File: config.mk
export PLATFORM = sky130hd
export DESIGN_NAME = input_capture_frequency_meter
export DESIGN_NICKNAME = d
export VERILOG_FILES = /design/src/hdl/icfm_pkg.sv /design/src/hdl/icfm_div.sv /design/src/hdl/input_capture_frequency_meter.sv
export SDC_FILE = /design/constraint.sdc
export NUM_CORES = 1
export LEC_CHECK = 0
export ABC_AREA = 0
export BUFFER_PORTS_ARGS = -buffer_cell sky130_fd_sc_hd__buf_2
export CAP_MARGIN = 20
export CORE_MARGIN = 3
export CORE_UTILIZATION = 65
export CTS_BUF_LIST = sky130_fd_sc_hd__clkbuf_8
export CTS_CLUSTER_DIAMETER = 200
export DETAILED_ROUTE_END_ITERATION = 10
export PLACE_DENSITY_LB_ADDON = 0.2
export SLEW_MARGIN = 20
export SYNTH_ARGS = -nofsm -noshare
export SYNTH_HDL_FRONTEND = slang
export SYNTH_SLANG_ARGS = --single-unit
File: constraint.sdc
create_clock -name clk -period 11.2 [get_ports clk]
set_input_delay 2.24 -clock clk [delete_from_list [all_inputs] [get_ports clk]]
set_output_delay 2.24 -clock clk [all_outputs]
set_load 0.02 [all_outputs]
File: src/hdl/icfm_pkg.sv
// Shared types and constants of the input capture frequency meter.
// Used by icfm_div and input_capture_frequency_meter; depends on nothing else.
`default_nettype none

package icfm_pkg;

  // Width of the configuration registers and of the frequency result.
  localparam int REG_W = 24;

  // Configuration port: index width and register indexes.
  localparam int CFG_IDX_W = 2;
  localparam logic [CFG_IDX_W-1:0] CFG_COUNTER_RELOAD = 2'd0;
  localparam logic [CFG_IDX_W-1:0] CFG_TICK_RATE      = 2'd1;

  // Register values after reset.
  localparam logic [REG_W-1:0] RELOAD_RESET = 24'hFF_FFFF;
  localparam logic [REG_W-1:0] TICK_RESET   = 24'd1_000_000;

  // Defaults of the top-level parameters.
  localparam int CHANNELS_DEFAULT       = 2;
  localparam int TIMESTAMP_BITS_DEFAULT = 24;

  // Control sequencer of the top level.
  typedef enum logic [2:0] {
    ST_IDLE,
    ST_PERIOD,
    ST_SUM,
    ST_DIV,
    ST_OUT
  } state_t;

  // Command and status of the serial divider.
  typedef struct packed {
    logic start;
  } div_ctl_t;

  typedef struct packed {
    logic busy;
    logic done;
  } div_sts_t;

endpackage

`default_nettype wire

File: src/hdl/icfm_div.sv
// Radix-2 restoring divider that produces one quotient bit per cycle.
// Depends on icfm_pkg for the register width and the control structs.
`default_nettype none

module icfm_div #(
  parameter int PW = icfm_pkg::REG_W + 1
) (
  input  wire logic                       clk,
  input  wire logic                       rst_n,
  input  wire icfm_pkg::div_ctl_t         ctl,
  input  wire logic [icfm_pkg::REG_W-1:0] dividend,
  input  wire logic [PW-1:0]              divisor,
  output logic      [icfm_pkg::REG_W-1:0] quotient,
  output icfm_pkg::div_sts_t              sts
);

  localparam int QW    = icfm_pkg::REG_W;
  localparam int CNT_W = $clog2(QW + 1);
  localparam int TW    = (PW > QW + 1) ? PW : QW + 1;

  logic [CNT_W-1:0] cnt_r, cnt_nxt;
  logic             busy_r, busy_nxt;
  logic             done_r, done_nxt;
  logic [QW-1:0]    quo_r, quo_nxt;
  logic [QW-1:0]    rem_r, rem_nxt;
  logic [PW-1:0]    dsr_r, dsr_nxt;

  logic [TW-1:0]    trial;
  logic [TW-1:0]    trial_diff;
  logic             fits;

  // The partial remainder stays below the divisor and below 2**QW, so the
  // shifted value needs only one extra bit.
  always_comb begin
    trial      = TW'({rem_r, quo_r[QW-1]});
    fits       = (trial >= TW'(dsr_r));
    trial_diff = trial - TW'(dsr_r);
  end

  always_comb begin
    cnt_nxt  = cnt_r;
    busy_nxt = busy_r;
    done_nxt = 1'b0;
    quo_nxt  = quo_r;
    rem_nxt  = rem_r;
    dsr_nxt  = dsr_r;
    if (ctl.start) begin
      cnt_nxt  = CNT_W'(QW);
      busy_nxt = 1'b1;
      quo_nxt  = dividend;
      rem_nxt  = '0;
      dsr_nxt  = divisor;
    end else if (busy_r) begin
      quo_nxt = {quo_r[QW-2:0], fits};
      rem_nxt = fits ? trial_diff[QW-1:0] : trial[QW-1:0];
      cnt_nxt = cnt_r - CNT_W'(1);
      if (cnt_r == CNT_W'(1)) begin
        busy_nxt = 1'b0;
        done_nxt = 1'b1;
      end
    end
  end

  always_ff @(posedge clk) begin
    if (!rst_n) begin
      cnt_r  <= '0;
      busy_r <= 1'b0;
      done_r <= 1'b0;
    end else begin
      cnt_r  <= cnt_nxt;
      busy_r <= busy_nxt;
      done_r <= done_nxt;
    end
    quo_r <= quo_nxt;
    rem_r <= rem_nxt;
    dsr_r <= dsr_nxt;
  end

  assign quotient = quo_r;
  assign sts.busy = busy_r;
  assign sts.done = done_r;

endmodule

`default_nettype wire

File: src/hdl/input_capture_frequency_meter.sv
// Top level of the input capture frequency meter; uses icfm_pkg and icfm_div.
// A closing-edge request walks through the period, sum, divide (skipped for a zero
// period) and output states before out_tvalid rises; no new request is taken until the
// result is loaded, which waits while an earlier result is not taken; an opening-edge
// request leaves it idle. Reset (rst_n low, synchronous) clears all phases, stored times
// and last frequencies, and loads counter_reload = 0xFFFFFF and tick_rate = 1000000.
`default_nettype none

module input_capture_frequency_meter #(
  parameter int CHANNELS       = icfm_pkg::CHANNELS_DEFAULT,
  parameter int TIMESTAMP_BITS = icfm_pkg::TIMESTAMP_BITS_DEFAULT
) (
  input  wire logic                                   clk,
  input  wire logic                                   rst_n,
  // Capture event requests.
  input  wire logic                                   in_tvalid,
  output logic                                        in_tready,
  // tdata: timestamp [TIMESTAMP_BITS-1:0], zero padding above.
  input  wire logic [((TIMESTAMP_BITS+7)/8)*8-1:0]    in_tdata,
  // tuser: channel [0].
  input  wire logic                                   in_tuser,
  // Measurement results.
  output logic                                        out_tvalid,
  input  wire logic                                   out_tready,
  // tdata: frequency [23:0].
  output logic      [icfm_pkg::REG_W-1:0]             out_tdata,
  // tuser: out_channel [0], error [1].
  output logic      [1:0]                             out_tuser,
  // Configuration writes.
  input  wire logic                                   cfg_valid,
  output logic                                        cfg_ready,
  input  wire logic [icfm_pkg::CFG_IDX_W-1:0]         cfg_index,
  input  wire logic [icfm_pkg::REG_W-1:0]             cfg_data
);

  localparam int REG_W = icfm_pkg::REG_W;
  localparam int TS_W  = TIMESTAMP_BITS;
  // Common width for comparing a timestamp with the reload value.
  localparam int HW    = (TS_W > REG_W) ? TS_W : REG_W;
  // The wrapped period is a head term plus a timestamp, one bit wider.
  localparam int PW    = HW + 1;
  localparam int CH_W  = (CHANNELS > 1) ? $clog2(CHANNELS) : 1;

  // Configuration registers. Writes are accepted in every cycle; the host
  // must write only while the meter is idle, which the block does not enforce.
  logic [REG_W-1:0] reload_r;
  logic [REG_W-1:0] tick_r;

  assign cfg_ready = 1'b1;

  always_ff @(posedge clk) begin
    if (!rst_n) begin
      reload_r <= icfm_pkg::RELOAD_RESET;
      tick_r   <= icfm_pkg::TICK_RESET;
    end else if (cfg_valid) begin
      case (cfg_index)
        icfm_pkg::CFG_COUNTER_RELOAD: reload_r <= cfg_data;
        icfm_pkg::CFG_TICK_RATE:      tick_r   <= cfg_data;
        default: ;
      endcase
    end
  end

  // Per-channel state: phase, time of the first edge, last good frequency.
  logic             phase_r   [CHANNELS];
  logic [TS_W-1:0]  first_r   [CHANNELS];
  logic [REG_W-1:0] last_fr_r [CHANNELS];

  // Work registers of the measurement in flight.
  icfm_pkg::state_t state_r, state_nxt;
  logic [CH_W-1:0]  idx_r;
  logic             ch_r;
  logic [TS_W-1:0]  ts_r;
  logic [TS_W-1:0]  first_w_r;
  logic [REG_W-1:0] last_w_r;
  logic [TS_W-1:0]  diff_r;
  logic [REG_W-1:0] head_r;
  logic             later_r;
  logic             earlier_r;
  logic             err_r;
  logic [REG_W-1:0] freq_r;

  // Result register; it parts the sequencer from the downstream side.
  logic             out_valid_r;
  logic [REG_W-1:0] out_freq_r;
  logic             out_ch_r;
  logic             out_err_r;

  // Request decode.
  logic            in_acc;
  logic            ch_ok;
  logic [CH_W-1:0] in_idx;
  logic [TS_W-1:0] in_ts;

  assign in_idx = CH_W'(in_tuser);
  assign in_ts  = in_tdata[TS_W-1:0];
  // Channel 1 does not exist in a single-channel build; such edges are dropped.
  assign ch_ok  = (CHANNELS > 1) || !in_tuser;
  assign in_acc = in_tvalid && in_tready;

  // Period arithmetic, one stage per state.
  logic [HW-1:0] first_ext;
  logic [HW-1:0] reload_ext;
  logic [HW-1:0] head_full;
  logic [PW-1:0] period_nxt;

  always_comb begin
    first_ext  = HW'(first_w_r);
    reload_ext = HW'(reload_r);
    // Ticks from the first edge up to the reload value; none if the first
    // edge already lay at or above it.
    head_full  = (reload_ext > first_ext) ? (reload_ext - first_ext) : '0;
    if (later_r) begin
      period_nxt = PW'(diff_r);
    end else if (earlier_r) begin
      period_nxt = PW'(head_r) + PW'(ts_r);
    end else begin
      period_nxt = '0;
    end
  end

  // Divider. It latches the period in the same cycle that it is summed.
  icfm_pkg::div_ctl_t div_ctl;
  icfm_pkg::div_sts_t div_sts;
  logic [REG_W-1:0]   div_quo;

  icfm_div #(
    .PW(PW)
  ) u_div (
    .clk      (clk),
    .rst_n    (rst_n),
    .ctl      (div_ctl),
    .dividend (tick_r),
    .divisor  (period_nxt),
    .quotient (div_quo),
    .sts      (div_sts)
  );

  // Sequencer: a closing edge walks through period, sum, divide and output.
  // A zero period skips the divider and reports an error.
  logic out_load;

  always_comb begin
    state_nxt     = state_r;
    in_tready     = 1'b0;
    div_ctl.start = 1'b0;
    out_load      = 1'b0;
    case (state_r)
      icfm_pkg::ST_IDLE: begin
        in_tready = 1'b1;
        if (in_tvalid && ch_ok && phase_r[in_idx]) begin
          state_nxt = icfm_pkg::ST_PERIOD;
        end
      end
      icfm_pkg::ST_PERIOD: begin
        state_nxt = icfm_pkg::ST_SUM;
      end
      icfm_pkg::ST_SUM: begin
        if (period_nxt == '0) begin
          state_nxt = icfm_pkg::ST_OUT;
        end else begin
          div_ctl.start = 1'b1;
          state_nxt     = icfm_pkg::ST_DIV;
        end
      end
      icfm_pkg::ST_DIV: begin
        if (div_sts.done) begin
          state_nxt = icfm_pkg::ST_OUT;
        end
      end
      icfm_pkg::ST_OUT: begin
        if (!out_valid_r || out_tready) begin
          out_load  = 1'b1;
          state_nxt = icfm_pkg::ST_IDLE;
        end
      end
      default: begin
        state_nxt = icfm_pkg::ST_IDLE;
      end
    endcase
  end

  always_ff @(posedge clk) begin
    if (!rst_n) begin
      state_r <= icfm_pkg::ST_IDLE;
    end else begin
      state_r <= state_nxt;
    end
  end

  // Channel state: the phase flips on every accepted edge of a valid
  // channel; the last frequency changes only with a good measurement.
  always_ff @(posedge clk) begin
    if (!rst_n) begin
      for (int i = 0; i < CHANNELS; i++) begin
        phase_r[i]   <= 1'b0;
        first_r[i]   <= '0;
        last_fr_r[i] <= '0;
      end
    end else begin
      if (in_acc && ch_ok) begin
        phase_r[in_idx] <= !phase_r[in_idx];
        if (!phase_r[in_idx]) begin
          first_r[in_idx] <= in_ts;
        end
      end
      if (out_load && !err_r) begin
        last_fr_r[idx_r] <= freq_r;
      end
    end
  end

  // Measurement datapath.
  always_ff @(posedge clk) begin
    if (in_acc) begin
      idx_r     <= in_idx;
      ch_r      <= in_tuser;
      ts_r      <= in_ts;
      first_w_r <= first_r[in_idx];
      last_w_r  <= last_fr_r[in_idx];
    end
    if (state_r == icfm_pkg::ST_PERIOD) begin
      later_r   <= (ts_r > first_w_r);
      earlier_r <= (ts_r < first_w_r);
      diff_r    <= ts_r - first_w_r;
      head_r    <= head_full[REG_W-1:0];
    end
    if (state_r == icfm_pkg::ST_SUM) begin
      err_r    <= (period_nxt == '0);
      freq_r   <= last_w_r;
    end
    if (div_sts.done) begin
      freq_r <= div_quo;
    end
  end

  // Result register.
  always_ff @(posedge clk) begin
    if (!rst_n) begin
      out_valid_r <= 1'b0;
    end else if (out_load) begin
      out_valid_r <= 1'b1;
    end else if (out_tready) begin
      out_valid_r <= 1'b0;
    end
    if (out_load) begin
      out_freq_r <= freq_r;
      out_ch_r   <= ch_r;
      out_err_r  <= err_r;
    end
  end

  assign out_tvalid = out_valid_r;
  assign out_tdata  = out_freq_r;
  assign out_tuser  = {out_err_r, out_ch_r};

`ifndef SYNTH
  // The divider finishes only while the sequencer waits for it.
  a_done_in_div: assert property (@(posedge clk) disable iff (!rst_n)
    div_sts.done |-> (state_r == icfm_pkg::ST_DIV))
    else $error("divider finished outside the divide state");

  // A new division never starts on top of one in progress.
  a_start_idle: assert property (@(posedge clk) disable iff (!rst_n)
    div_ctl.start |-> !div_sts.busy)
    else $error("divider started while busy");

  // Every accepted edge of a valid channel flips that channel's phase.
  a_phase_flip: assert property (@(posedge clk) disable iff (!rst_n)
    (in_acc && ch_ok) |=> (phase_r[$past(in_idx)] != $past(phase_r[in_idx])))
    else $error("channel phase did not toggle");

  // A zero period is flagged as an error and skips the divider.
  a_zero_err: assert property (@(posedge clk) disable iff (!rst_n)
    ((state_r == icfm_pkg::ST_SUM) && (period_nxt == '0))
      |=> (err_r && (state_r == icfm_pkg::ST_OUT)))
    else $error("zero period not reported as error");
`endif

endmodule

`default_nettype wire
==> results of run 1 <==
## layer usage
metal	global-route usage [%]	vias up	routed length [microns]
li1	-	7267	-
met5	0	-	11
met1	43.39	7362	23040
met3	5.266	110	4114
met2	46.39	716	23940
met4	11.37	2	1891
## worst max path at each step
stage / to / slack [ns] / depth (start not counted)
6_report: u_div.quotient[23] / 6.71 / 11
5_1_grt: u_div.quotient[23] / 6.38 / 11
3_5_place_dp: first_r[1][1] / 5.79 / 4
2_1_floorplan: first_r[1][0] / 5.48 / 4
3_3_place_gp: first_r[1][0] / 5.88 / 4
4_1_cts: first_r[1][1] / 6.41 / 4
## sequential cells by signal (all words and copies together), names as in the netlist, 2 cells and up
name	count
out_tdata	24
diff_r	24
head_r	24
ts_r	24
u_div.rem_r	24
last_w_r	24
u_div.quotient	24
phase_r	2
first_r	48
tick_r	24
state_r	3
first_ext	24
freq_r	24
u_div.dsr_r	25
last_fr_r	48
u_div.cnt_r	5
reload_ext	24
## worst register-to-register path, cell delays in order, from the launching register on
cell,delay (ns)
edfxtp_1,0.36
ha_1,0.24
inv_1,0.08
fa_1,0.38
nand2b_1,0.21
a21bo_2,0.25
a21oi_1,0.28
o21ai_0,0.13
a32o_1,0.34
a2111o_1,0.77
or3_2,0.94
o211ai_1,0.30
## Yosys cell counts (20+ instances only)
master | count | area [sq um]
a21o_1 | 33 | 247.7
a21oi_1 | 96 | 480.5
a221oi_1 | 26 | 227.7
a22oi_2 | 20 | 250.2
and2_1 | 103 | 644.4
and3_1 | 36 | 225.2
clkbuf_1 | 72 | 270.3
dfxtp_1 | 85 | 1702
edfxtp_1 | 319 | 9579
ha_1 | 99 | 1239
inv_1 | 79 | 296.5
mux2_2 | 74 | 833.3
mux2i_1 | 22 | 220.2
nand2_1 | 204 | 765.7
nand2b_1 | 20 | 125.1
nand3_1 | 57 | 285.3
nand4_1 | 22 | 137.6
nor2_1 | 98 | 367.9
nor3_1 | 40 | 200.2
o211ai_2 | 20 | 250.2
o21ai_0 | 45 | 225.2
o31ai_1 | 32 | 240.2
xnor2_1 | 41 | 359.1
## cells by family (layout without fill, tap and decap cells)
group,count (synthesis),in the layout,synth area share (%)
compound gates,417,417,14.66
flops,404,404,52.99
xor+xnor,59,59,2.428
buf+inv,167,304,3.380
mux,96,96,4.949
simple gates,654,654,15.38
other cells,1,1,0.01762
fa+ha+maj,103,103,6.195
## area by class of cell
cell class / count / area (sq um) / area share (%)
clock buffer: 74 / 1018 / 4.348
clock inverter: 43 / 320.3 / 1.367
inverter: 80 / 300.3 / 1.282
multi-input combinational: 1330 / 9364 / 39.98
sequential: 404 / 11280 / 48.16
tap: 435 / 544.3 / 2.324
timing repair buffer: 107 / 595.6 / 2.543
## report_power, final
part	internal (mW)	switching [mW]
registers	2.11	0.231
clock network	0.724	0.590
logic	0.954	1.49
total	3.79	2.31
## per-stage QoR
step | std cells | hold WS [ns]
floorplan | 1901 | 0.4319
global placement | 2356 | 0.4421
detailed placement | 2356 | 0.4435
CTS | 2473 | 0.4569
global route | 2473 | 0.4753
finish | 2473 | 0.4589
==> run metrics, run 1 <==
setup slack on the worst flop-to-flop path=6.71 ns; # diodes=0; leakage power=9.196 nW; highest-count cells in the layout ignoring fill and taps=319 x edfxtp_1, 204 x nand2_1, 102 x and2_1; Tmin final=4.488 ns; DR pass1 iterations=5; global-route wire length before repair=82960 microns; pwr dens=260.2 nW/um^2; Clock Latency Late Sink=0.61 ns; die area=34960 sq um; CTS tree=built; share of flip-flops with an asynchronous set or reset=0%; wire per inst=around 21 microns; layout cells sized above 1=16.73%; cells on worst reg2reg path=11; Core Util, Final=73.47%; Synth Register Bits=404; fillers=2259; Via Count=15460; maximum clock rate=0.2228 GHz; ys flop type=edfxtp_1; CTS Sinks=404; CP Launch Type=flop; final layout net count=2149; postcts setup bufs=0; Tot Pwr=slightly above 6 mW; CP max-delay cell=or3_2; period utilization=40.07%; DRT iter0 DRCs=1394; die width=around 190 microns; max cap viols=0; reg2reg end=u_div.quotient[23]; min setup slack post-route=6.712 ns; initial antenna violation count=5; Max-slew headroom=27.15%; Worst IR Drop VDD=between 0.15 and 0.2 mV; status=completed; family with the most delay on the worst path=compound AO/OA/AOI/OAI gates; final instance area=23420 sq um; hold endpoint=tick_r[4]; hold depth=2; Worst-path clk slew=0.06 ns; hpwl dp=38240 microns; total CTS buffers=67; chip height=187.0 microns; Core ar.=31880 sq um; number of cell rows=65; P&R area growth vs syn=10.04%; Worst R2R Start=ts_r[0]; Starting Density=66.77%; HP Class=reg -> reg; vias in the first global route=~15000; Detailed Route WL=approximately 53000 microns; post-synthesis cell count=roughly 1900; Yosys cell types=81; Cell Chain, Critical Path=ha_1 > inv_1 > fa_1 > nand2b_1 > a21bo_2 > a21oi_1 > o21ai_0 > a32o_1 > a2111o_1 > or3_2 > o211ai_1; crit-path max cell delay=0.93 ns; syn_nets=2060; Max Clock Skew=0.02631 ns; CP startpoint=ts_r[0]; Residual DRC=0; Max Fanout on Critical Path=26; Seq/Total Area, Yosys=52.99%; synth warn=0; Avg Vias per Cell=between 6 and 7; CP Capture Type=flop; CTS-repair resized insts=0; GRT overflow=0; pin count of the biggest net entering global routing=74; worst path buffer plus inverter count=1; number of synthesized flops with an enable pin=319; final setup violation count=0; synthesized area=between 20000 and 25000 sq um; Area after DPL=approximately 22000 sq um; most common cell after layout, fill and taps aside=edfxtp_1; Total Routing Usage GR=30.16%; Setup CP Type=reg -> reg; Clock Path Buffers=3; Ports=85; hold_sp=tick_r[4]; DP Worst Slack=5.785 ns; IO Port Bufs=83; Root Buffer=clkbuf_8; Placer Congestion=around 0.97; Syn Area/Cell=11.20 sq um; unrepaired setup endpoints after global routing=false; WP data arrival=4.90 ns; fin. max-slew vios=0; Hold Buf Count CTS=0; setup_tns=0 ns; H-Tree Depth=3; Antenna Violating Nets Remaining=0; Critical Path RT=11.62 ns; Final Hold Viols=0; Slew @ Worst Pin=1.092 ns
Power figures use the tool's default switching activity.
==> inputs of run 2 (changes only) <==
--- a/config.mk
+++ b/config.mk
@@ -9,7 +9,7 @@
 export BUFFER_PORTS_ARGS = -buffer_cell sky130_fd_sc_hd__buf_2
 export CAP_MARGIN = 20
 export CORE_MARGIN = 3
-export CORE_UTILIZATION = 65
+export CORE_UTILIZATION = 58
 export CTS_BUF_LIST = sky130_fd_sc_hd__clkbuf_8
 export CTS_CLUSTER_DIAMETER = 200
 export DETAILED_ROUTE_END_ITERATION = 10
==> constraint.sdc (replaced) <==
create_clock -name clk -period 4.1 [get_ports clk]
set_input_delay 0.82 -clock clk [delete_from_list [all_inputs] [get_ports clk]]
set_output_delay 0.82 -clock clk [all_outputs]
set_load 0.02 [all_outputs]
==> run metrics, run 2 (synthesis results as in run 1) <==
status=completed (unchanged); Clock Latency Late Sink=0.63 ns (was 0.61 ns); routed length on met1=23490 microns (was 23040 microns); # placed instances=2404 (was 2356); hpwl dp=37470 microns (was 38240 microns); largest registers=first_r: 48 flops, last_fr_r: 48 flops, u_div.dsr_r: 25 flops (unchanged); routed wl met2=23540 microns (was 23940 microns); Ports=85 (unchanged); leakage power=9.331 nW (was 9.196 nW); hold_sp=in_tdata[15] (was tick_r[4]); Cell Chain, Critical Path=ha_1 > a21oi_1 > o21ai_1 > o41ai_1 > o22ai_1 > or4_1 > a32o_2 > or4_1 > buf_8 > a22oi_1 > o211ai_1 (was ha_1 > inv_1 > fa_1 > nand2b_1 > a21bo_2 > a21oi_1 > o21ai_0 > a32o_1 > a2111o_1 > or3_2 > o211ai_1); global-route wire length before repair=81650 microns (was 82960 microns); fin. max-slew vios=0 (unchanged); number of cell rows=69 (was 65); Worst IR Drop VDD=0.4100 mV (was 0.1707 mV); Final Hold Viols=0 (unchanged); wire per inst=20.77 microns (was 21.43 microns); maximum clock rate=0.2539 GHz (was 0.2228 GHz); worst hold margin=0.4039 ns (was 0.4589 ns); Starting Density=59.41% (was 66.77%); pin count of the biggest net entering global routing=53 (was 74); Core ar.=35830 sq um (was 31880 sq um); Non-Filler Instances=2527 (was 2473); Max Fanout on Critical Path=24 (was 26); P&R area growth vs syn=11.16% (was 10.04%); CTS tree=built (unchanged); DRT iter0 DRCs=1368 (was 1394); vias in the first global route=15070 (was 14810); HP Class=in -> reg (was reg -> reg); Setup CP Type=reg -> reg (unchanged); max cap viols=0 (unchanged); DR WL met3=3473 microns (was 4114 microns); CTS Sinks=404 (unchanged); Hold Buf Count CTS=0 (unchanged); Clock Path Buffers=3 (unchanged); period utilization=96.06% (was 40.07%); CP max-delay cell=or4_1 (was or3_2); hold depth=1 (was 2); final layout net count=2174 (was 2149); setup slack on the worst flop-to-flop path=0.16 ns (was 6.71 ns); Top Metal Used=met4 (was met5); Slew @ Worst Pin=0.9177 ns (was 1.092 ns); die area=39040 sq um (was 34960 sq um); Tmin final=3.938 ns (was 4.488 ns); DR pass1 iterations=9 (was 5); Max Clock Skew=0.03598 ns (was 0.02631 ns); Detailed Route WL=52480 microns (was 52990 microns); layout cells sized above 1=17.91% (was 16.73%); Max-slew headroom=38.64% (was 27.15%); initial antenna violation count=0 (was 5); most common cell after layout, fill and taps aside=edfxtp_1 (unchanged); final setup violation count=0 (unchanged); Residual DRC=0 (unchanged); crit-path max cell delay=0.59 ns (was 0.93 ns); CP Launch Type=flop (unchanged); Placer Congestion=0.9166 (was 0.9659); Avg Vias per Cell=6.106 (was 6.250); WP data arrival=4.29 ns (was 4.90 ns); pwr dens=703.9 nW/um^2 (was 260.2 nW/um^2); total CTS buffers=68 (was 67); die width=197.6 microns (was 187.0 microns); # diodes=0 (unchanged); Total Routing Usage GR=26.78% (was 30.16%); Critical Path RT=4.45 ns (was 11.62 ns); highest-count cells in the layout ignoring fill and taps=319 x edfxtp_1, 204 x nand2_1, 102 x and2_1 (unchanged); Worst R2R Start=ts_r[14] (was ts_r[0]); fillers=2773 (was 2259); H-Tree Depth=3 (unchanged); hold endpoint=ts_r[15] (was tick_r[4]); chip height=197.6 microns (was 187.0 microns); IO Port Bufs=83 (unchanged); Root Buffer=clkbuf_8 (unchanged); reg2reg end=u_div.quotient[2] (was u_div.quotient[23]); GRT overflow=0 (unchanged); Antenna Violating Nets Remaining=0 (unchanged); CP Capture Type=flop (unchanged); Via Count=15430 (was 15460); Critical Path Most Common Cell=or4_1; cells on worst reg2reg path=11 (unchanged); Worst-path clk slew=0.06 ns (about the same)
run 2: critical path: cells and delay by family (launching register included):
family | cells | cell delay, ns
AND/OR/NAND/NOR | 2 | 1.02
adder cells (fa/ha/maj) | 1 | 0.43
AO/OA/AOI/OAI | 7 | 1.57
buffers and inverters | 1 | 0.21
flip-flops | 1 | 0.41
run 2: repair_timing:
item	CTS	global route
setup endpoints to repair	23	99
pin swaps	0	3
hold endpoints to repair	0	0
gates resized for setup	1	14
setup buffers	0	2
run 2: cell type report:
class                      instances  area (sq um)  share of cell area [%]
sequential                       404         11280                   47.67
multi-input combinational       1330          9412                   39.77
clock buffer                      79          1087                   4.595
timing repair buffer             131         787.0                   3.326
tap                              461         576.8                   2.438
inverter                          80         300.3                   1.269
clock inverter                    42         219.0                  0.9253
run 2: through the flow:
| step | area, sq um | utilization [%] | setup TNS, ns | setup WS, ns | power [mW] |
|---|---|---|---|---|---|
| after floorplan | 21290 | - | 0 | 0.03149 | 11.28 |
| after global placement | 22260 | 62.14 | 0 | 0.07625 | 12.89 |
| after detailed placement | 22260 | 62.14 | -0.1742 | -0.05207 | 13.08 |
| after CTS | 23580 | 65.80 | 0 | 0.01512 | 16.57 |
| after global routing | 23660 | 66.05 | -0.1134 | -0.01212 | 17.68 |
| final | 23660 | 66.05 | 0 | 0.1617 | 16.66 |
run 2: routing by layer:
metal  up-vias  GRT usage, %
met5         -             0
met4         0         10.22
met3       112         4.673
met2       591         40.94
met1      7415         38.60
li1       7311             -
run 2: power breakdown:
part / internal, mW / switching [mW] / total [mW]
Clock: 1.82 / 1.63 / 3.46
Sequential: 5.75 / 0.604 / 6.35
Combinational: 2.73 / 4.12 / 6.85
Total: 10.3 / 6.36 / 16.7
run 2: how the worst max path moves through the flow:
stage               startpoint  cells after the start                 end
finish                ts_r[14]                     11   u_div.quotient[2]
global route           ts_r[0]                     15  u_div.quotient[16]
CTS                    ts_r[1]                     11  u_div.quotient[23]
detailed placement    ts_r[11]                     12  u_div.quotient[23]
global placement      ts_r[11]                     12   u_div.quotient[2]
floorplan              ts_r[0]                     13   u_div.quotient[0]
==> inputs of run 3 (changes only) <==
--- a/config.mk
+++ b/config.mk
@@ -8,6 +8,7 @@
 export ABC_AREA = 0
 export BUFFER_PORTS_ARGS = -buffer_cell sky130_fd_sc_hd__buf_2
 export CAP_MARGIN = 20
+export CORE_ASPECT_RATIO = 1.1
 export CORE_MARGIN = 3
 export CORE_UTILIZATION = 58
 export CTS_BUF_LIST = sky130_fd_sc_hd__clkbuf_8
==> run metrics, run 3 (synthesis results as in run 1) <==
# placed instances=2426 (was 2404); initial antenna violation count=1 (was 0); wire per inst=20.36 microns (was 20.77 microns); worst hold margin=0.3838 ns (was 0.4039 ns); Ports=85 (unchanged); Final Hold Viols=0 (unchanged); final instance area=23630 sq um (was 23660 sq um); vias in the first global route=14870 (was 15070); final layout net count=2174 (unchanged); DRT iter0 DRCs=1082 (was 1368); # diodes=0 (unchanged); Worst-path clk slew=0.06 ns (about the same); max cap viols=0 (unchanged); leakage power=9.303 nW (was 9.331 nW); Slew @ Worst Pin=1.055 ns (was 0.9177 ns); layout cells sized above 1=17.60% (was 17.91%); IO Port Bufs=83 (unchanged); Total Routing Usage GR=26.45% (was 26.78%); CTS Sinks=404 (unchanged); Root Buffer=clkbuf_8 (unchanged); Core Util, Final=66.23% (was 66.05%); CP Capture Type=flop (unchanged); Core ar.=35670 sq um (was 35830 sq um); Critical Path RT=4.46 ns (was 4.45 ns); die width=188.7 microns (was 197.6 microns); Detailed Route WL=51890 microns (was 52480 microns); fin. max-slew vios=0 (unchanged); Hold Buf Count CTS=0 (unchanged); Avg Vias per Cell=6.039 (was 6.106); pin count of the biggest net entering global routing=57 (was 53); Max-slew headroom=29.26% (was 38.64%); Clock Latency Late Sink=0.64 ns (was 0.63 ns); total CTS buffers=67 (was 68); Tmin final=3.960 ns (was 3.938 ns); final setup violation count=0 (unchanged); Antenna Violating Nets Remaining=0 (unchanged); setup slack on the worst flop-to-flop path=0.14 ns (was 0.16 ns); Max Fanout on Critical Path=24 (unchanged); GRT overflow=0 (unchanged); global-route wire length before repair=80760 microns (was 81650 microns); Residual DRC=0 (unchanged); HP Class=in -> reg (unchanged); H-Tree Depth=3 (unchanged); CTS tree=built (unchanged); Non-Filler Instances=2549 (was 2527); Setup CP Type=reg -> reg (unchanged); Tot Pwr=16.48 mW (was 16.66 mW); Max Clock Skew=0.03997 ns (was 0.03598 ns); highest-count cells in the layout ignoring fill and taps=319 x edfxtp_1, 204 x nand2_1, 102 x and2_1 (unchanged); CP Launch Type=flop (unchanged); Clock Path Buffers=3 (unchanged); Via Count=15390 (was 15430); DR pass1 iterations=5 (was 9); Starting Density=59.67% (was 59.41%); maximum clock rate=0.2525 GHz (was 0.2539 GHz); pwr dens=697.7 nW/um^2 (was 703.9 nW/um^2); P&R area growth vs syn=10.99% (was 11.16%); Placer Congestion=0.9008 (was 0.9166); status=completed (unchanged); Worst IR Drop VDD=0.4062 mV (was 0.4100 mV); number of cell rows=72 (was 69); WP data arrival=4.32 ns (was 4.29 ns); Area after DPL=22300 sq um (was 22260 sq um); largest registers=first_r: 48 flops, last_fr_r: 48 flops, u_div.dsr_r: 25 flops (unchanged); period utilization=96.59% (was 96.06%); hpwl dp=37060 microns (was 37470 microns); most common cell after layout, fill and taps aside=edfxtp_1 (unchanged); die area=39040 sq um (about the same); chip height=206.9 microns (was 197.6 microns)
run 3: cell count changes in the layout (fill, tap and decap cells not counted), sizes merged:
| cell | previous run | this run |
|---|---|---|
| buf | 131 | 132 |
| clkbuf | 79 | 71 |
| clkinv | 16 | 26 |
| clkinvlp | 4 | 2 |
| inv | 101 | 102 |
run 3: worst paths after layout:
kind | startpoint | to | depth (start not counted)
max reg2reg | ts_r[1] | u_div.quotient[2] | 14
min | in_tdata[18] | ts_r[18] | 1
min reg2reg | tick_r[7] | tick_r[7] | 2
max | ts_r[1] | u_div.quotient[2] | 14
run 3: power by group:
group          internal [mW]  switching [mW]  leakage, nW
registers               5.75           0.600         3.78
clock network           1.68            1.63        0.718
logic                   2.74            4.10         4.80
run 3: per-layer routing:
| metal | up-vias | global-route usage, % | wire length (microns) |
|---|---|---|---|
| met5 | - | 0 | 0 |
| met4 | 0 | 9.284 | 1454 |
| met3 | 91 | 3.749 | 3111 |
| met1 | 7467 | 37.45 | 23420 |
| li1 | 7324 | - | - |
| met2 | 512 | 42.31 | 23900 |
run 3: final cells by class:
type | count | area (sq um)
multi-input combinational | 1330 | 9420
fill | 2870 | 12050
clock buffer | 71 | 977.2
timing repair buffer | 132 | 790.8
clock inverter | 51 | 255.2
inverter | 80 | 300.3
sequential | 404 | 11280
tap | 481 | 601.8
run 3: timing repair:
| action | CTS | global route |
|---|---|---|
| setup buffers | 0 | 1 |
| cloned | 0 | 0 |
| pin swaps | 0 | 2 |
| resized for setup | 1 | 13 |
| endpoints found under the setup margin | 23 | 107 |
run 3: critical path, stage by stage, from the launching register on:
cell      delay [ns]
edfxtp_1        0.46
inv_1           0.14
fa_1            0.44
nand2b_1        0.21
a21boi_0        0.27
nor4_1          0.09
or3_1           0.40
nor4b_2         0.34
nand4_1         0.21
nor4b_2         0.35
nand4_1         0.16
inv_1           0.14
buf_4           0.16
o21ai_2         0.06
buf_4           0.26
run 3: stage by stage:
| step | setup WS, ns | setup TNS, ns |
|---|---|---|
| after global routing | -0.07785 | -1.501 |
| after global placement | 0.02437 | 0 |
| final | 0.1397 | 0 |
| after detailed placement | -0.07986 | -0.7238 |
| after floorplan | 0.03149 | 0 |
| after CTS | 0.06015 | 0 |
